[config.mk]
export PLATFORM = sky130hd
export DESIGN_NAME = sur_div
export DESIGN_NICKNAME = d
export VERILOG_FILES = /design/src/rtl/core/sur_pkg.sv /design/src/rtl/core/sur_div.sv
export SDC_FILE = /design/constraint.sdc
export NUM_CORES = 1
export LEC_CHECK = 0
export ABC_AREA = 0
export BUFFER_PORTS_ARGS = -buffer_cell sky130_fd_sc_hd__clkbuf_2
export CAP_MARGIN = 0
export CORE_MARGIN = 3
export CORE_UTILIZATION = 59
export CTS_CLUSTER_SIZE = 16
export DETAILED_ROUTE_END_ITERATION = 6
export PLACE_DENSITY = 0.86
export SKIP_CTS_REPAIR_TIMING = 1
export SYNTH_ARGS = -nofsm -noshare
export SYNTH_HDL_FRONTEND = slang
export SYNTH_SLANG_ARGS = --single-unit
[constraint.sdc]
create_clock -name i_clk -period 3.9 [get_ports i_clk]
set_input_delay 0.585 -clock i_clk [delete_from_list [all_inputs] [get_ports i_clk]]
set_output_delay 0.585 -clock i_clk [all_outputs]
set_load 0.02 [all_outputs]
[src/rtl/core/sur_pkg.sv]
// Shared types and constants of the segmented upload receiver.
package sur_pkg;

    localparam int NUM_W = 33;
    localparam int DEN_W = 16;

    localparam logic [1:0] KIND_NONE = 2'd0;
    localparam logic [1:0] KIND_OK   = 2'd1;
    localparam logic [1:0] KIND_FAIL = 2'd2;

    localparam logic [2:0] EV_NONE     = 3'd0;
    localparam logic [2:0] EV_ACCEPT   = 3'd1;
    localparam logic [2:0] EV_CANCEL   = 3'd2;
    localparam logic [2:0] EV_ERROR    = 3'd3;
    localparam logic [2:0] EV_COMPLETE = 3'd4;
    localparam logic [2:0] EV_TIMEOUT  = 3'd5;
    localparam logic [2:0] EV_APPLYING = 3'd6;

    localparam logic [3:0] REP_NONE = 4'd0;
    localparam logic [3:0] REP_ONCE = 4'd1;
    localparam logic [3:0] REP_MID  = 4'd2;
    localparam logic [3:0] REP_LAST = 4'd10;

    localparam logic [16:0] LIMIT_SLACK  = 17'd50;
    localparam logic [31:0] CANCEL_INDEX = 32'hFFFF_FFFF;

    localparam logic [15:0] TIMEOUT_RST   = 16'd5000;
    localparam logic [31:0] MAX_TOTAL_RST = 32'd50000000;

    localparam logic REG_TIMEOUT   = 1'b0;
    localparam logic REG_MAX_TOTAL = 1'b1;

    typedef enum logic [3:0] {
        S_CLEAR,
        S_IDLE,
        S_DISPATCH,
        S_DIV,
        S_INDEX,
        S_RMW,
        S_CHK_RD,
        S_CHK_EV,
        S_EMIT
    } t_state;

    typedef struct packed {
        logic [1:0] kind;
        logic [3:0] rep;
        logic [2:0] ev;
    } t_result;

endpackage

[src/rtl/core/sur_div.sv]
// Restoring divider that produces one quotient bit per cycle.
module sur_div
    import sur_pkg::*;
(
    input  logic             i_clk,
    input  logic             i_rst_n,
    input  logic             i_start,
    input  logic [NUM_W-1:0] i_num,
    input  logic [DEN_W-1:0] i_den,
    output logic             o_done,
    output logic [NUM_W-1:0] o_quo
);

    localparam int CNT_W = $clog2(NUM_W);

    logic             r_busy, n_busy;
    logic             r_done, n_done;
    logic [CNT_W-1:0] r_cnt, n_cnt;
    logic [DEN_W-1:0] r_rem, n_rem;
    logic [DEN_W-1:0] r_den, n_den;
    logic [NUM_W-1:0] r_quo, n_quo;
    logic [DEN_W:0]   trial;
    logic [DEN_W:0]   diff;
    logic             ge;

    always_comb begin
        trial  = {r_rem, r_quo[NUM_W-1]};
        diff   = trial - {1'b0, r_den};
        ge     = (trial >= {1'b0, r_den});
        n_busy = r_busy;
        n_done = 1'b0;
        n_cnt  = r_cnt;
        n_rem  = r_rem;
        n_den  = r_den;
        n_quo  = r_quo;
        if (i_start) begin
            n_busy = 1'b1;
            n_cnt  = '0;
            n_rem  = '0;
            n_quo  = i_num;
            n_den  = i_den;
        end else if (r_busy) begin
            n_rem = ge ? diff[DEN_W-1:0] : trial[DEN_W-1:0];
            n_quo = {r_quo[NUM_W-2:0], ge};
            n_cnt = r_cnt + CNT_W'(1);
            if (r_cnt == CNT_W'(NUM_W - 1)) begin
                n_busy = 1'b0;
                n_done = 1'b1;
            end
        end
    end

    always_ff @(posedge i_clk) begin
        if (!i_rst_n) begin
            r_busy <= 1'b0;
            r_done <= 1'b0;
            r_cnt  <= '0;
        end else begin
            r_busy <= n_busy;
            r_done <= n_done;
            r_cnt  <= n_cnt;
        end
    end

    always_ff @(posedge i_clk) begin
        r_rem <= n_rem;
        r_den <= n_den;
        r_quo <= n_quo;
    end

    assign o_done = r_done;
    assign o_quo  = r_quo;

endmodule

==> metrics.yaml <==
yosysSeqAreaShare_pct: 49.4
final.setup_skew_ns: 0.00964
post-route-drc-count: 0
synth_top_family_by_area: "compound AO/OA/AOI/OAI gates"
synth_compound_area_share_pct: 16.5
cts_buffers: 9
synth_edf_count: 49
slew_viol_final: 0
hp-class: "in2reg"
yosys_warnings: 0
rsz0062_at_grt: "no"
synth_common_cells: "49 x edfxtp_1, 33 x mux2_2, 24 x dfxtp_1"
synthArstFlopShare_pct: 0
fin_util_pct: 72.1
clk_latency_ns: 0.35
portBuffers: 85
htreeDepth: 3
cts_tree: "done"
yosysMostFrequentCell: "edfxtp_1"
stdcell_count: 523
overflow: 0
dieHeight_um: 87.9
layout-drive-gt1-share_pct: 34.1
grt_max_degree: 34
startpoint_type: "register"
pwr-share-clk_pct: 30.1
cts-root-buf: "clkbuf_8"
criticalPathCategory: "reg2reg"
crit_fanout: 4
die_area_um2: 7720
hold_start: "i_den[13]"
p_int_w: 0.00129
dpl.hpwl_mm: 7.01
vias_per_cell: 6.26
reg2reg_slack_ns: 1.00
grt_pass1_vias: 3298
yosysTopAreaCellShare_pct: 37.2
status: "complete, no violations"
syn_inst: 354
std_cell_rows: 29
required_ns: 4.12
p_seq_share_pct: 49.4
fin_crit_sh_pct: 74.3
cts_sinks: 73
dr.first_iter.drc_count: 251
netSwitchingPower_w: 0.000591
post_drt_wl_per_cell_um: 18.6
syn2layout_area_growth_pct: 17.1
slew-limit-headroom_pct: 52.1
dr.pass1.iters: 5
ant_nets: 0
antenna_found_initial: 0
netlist_area_um2: 3950
gp_congestion: 0.899
finalCriticalPeriod_ns: 2.90
core_um2: 6420
grt_pass1_wl_mm: 15.4
swShare_pct: 31.4
rr_startpoint: "o_quo[32]"
synthXorXnorAreaFrac_pct: 2.22
synth_adder_area_share_pct: 6.20
end_kind: "register"
clk_pin_slew_ns: 0.09
die_w_um: 87.9
max_freq_mhz: 345
r2r_end: "r_rem[8]"
fill_cells: 436
synthFlopType: "edfxtp_1"
io_pins: 86
cellLeakagePower_nw: 1.90
irDropWorstVdd_uv: 301
yosys.area.top_type: "edfxtp_1"
synth.area.mux_share_pct: 9.91
whs_endpoint: "r_den[13]"
cp_data_arrival_time_ns: 3.12
worstRegToRegCells: 9
cts.path.max_buffers: 2
setup_viol: 0
tightestPinTransition_ns: 0.715
drv_cap: 0
p_comb_share_pct: 20.5
grt_use_total_pct: 25.9
start_util_pct: 61.6
wl_mm: 9.75
synth_area_leaders: "edfxtp_1 37%, dfxtp_1 12%, mux2_2 9.4%"
place_area_um2: 4450
syn_area_per_cell_um2: 11.2
vias: 3273
synth_nets: 425
finalHoldViolCount: 0
synth-seq-cells: 73
n_antenna_cell: 0
nets: 512
postLayoutCellArea_um2: 4630
power.density_nw_per_um2: 407
dp_cells: 507
final.setup.tns_ns: 0
synth.distinct_cells: 59
synthSimpleGateAreaFrac_pct: 11.6
holdPathStages: 1
-- critical path: stages, from the launching register on --
cell and delay, ns:
edfxtp_1 0.37, inv_1 0.05, ha_1 0.23, fa_1 0.41, nand2b_1 0.23, a2111oi_0 0.65
nor3_1 0.12, xnor2_1 0.16, o41ai_1 0.44, a211oi_1 0.09
-- routing by layer --
metal | vias to the layer above | global-route usage, % | part of all wire (%)
li1 | 1524 | - | -
met5 | - | 0 | 0
met2 | 158 | 41.4 | 48
met3 | 33 | 6.77 | 8.5
met4 | 0 | 13.5 | 3.4
met1 | 1558 | 32.4 | 40
-- state kept, by name, indices dropped and copies added, names as in the netlist --
name,cells
r_cnt,6
r_busy,1
r_den,16
o_quo,33
r_rem,16
o_done,1
-- stage by stage --
step / hold WS [ns] / worst slack [ns] / total power, W
floorplan: 0.426 / 1.45 / 0.00120
detailed placement: 0.465 / 1.18 / 0.00132
finish: 0.398 / 1.00 / 0.00188
global placement: 0.467 / 1.24 / 0.00131
CTS: 0.390 / 1.06 / 0.00188
global route: 0.390 / 0.907 / 0.00196
-- power by group through the flow --
stage / clock network (W) / logic (W) / registers [W]
after detailed placement: 0 / 0.000378 / 0.000946
after CTS: 0.000573 / 0.000381 / 0.000930
after global placement: 0 / 0.000363 / 0.000943
after global routing: 0.000604 / 0.000416 / 0.000937
final: 0.000567 / 0.000386 / 0.000931
after floorplan: 0 / 0.000217 / 0.000984
-- cell families after synthesis --
| family | Yosys count |
|---|---|
| compound gates | 90 |
| xor+xnor | 10 |
| fa+ha+maj | 19 |
| buf+inv | 39 |
| flops | 73 |
| mux | 35 |
| simple gates | 88 |
-- worst max-delay path by stage --
stage | start | endpoint | cells after the start
after global placement | o_quo[32] | r_rem[8] | 9
after global routing | o_quo[32] | r_rem[8] | 9
after floorplan | r_den[14] | o_quo[0] | 8
after CTS | o_quo[32] | r_rem[8] | 9
after detailed placement | o_quo[32] | r_rem[8] | 9
final | o_quo[32] | r_rem[8] | 9
-- cell type report --
type	instances	area, um^2	share of cell area (%)
repair buffers	91	470	10.2
flip-flops and latches	73	1950	42.2
clock inverters	7	61.3	1.32
multi-input cells	242	1840	39.7
inverters	24	90.1	1.95
well taps	77	96.3	2.08
clock buffers	9	124	2.67
-- cells in the final DEF (no fill, tap or decap), drive strengths merged, types with 2 or more instances in the layout --
master / synthesis / layout
a21o: 2 / 2
nand3: 6 / 6
o31a: 3 / 3
mux2i: 2 / 2
a2111oi: 3 / 3
o21a: 3 / 3
nor2: 20 / 20
nor2b: 4 / 4
clkbuf: 9 / 94
nor3: 10 / 10
or3: 5 / 5
o21ai: 12 / 12
ha: 18 / 18
o31ai: 5 / 5
clkinv: 1 / 2
xor2: 5 / 5
or4: 3 / 3
and2: 3 / 3
o311ai: 3 / 3
nand2b: 2 / 2
mux2: 33 / 33
dfxtp: 24 / 24
o21bai: 4 / 4
inv: 23 / 27
clkinvlp: 0 / 2
nand4: 9 / 9
xnor2: 5 / 5
edfxtp: 49 / 49
o41ai: 2 / 2
a31oi: 2 / 2
a21oi: 20 / 20
o211ai: 11 / 11
buf: 6 / 6
nand2: 20 / 20
a211oi: 10 / 10
(Power assumes the default switching activity.)
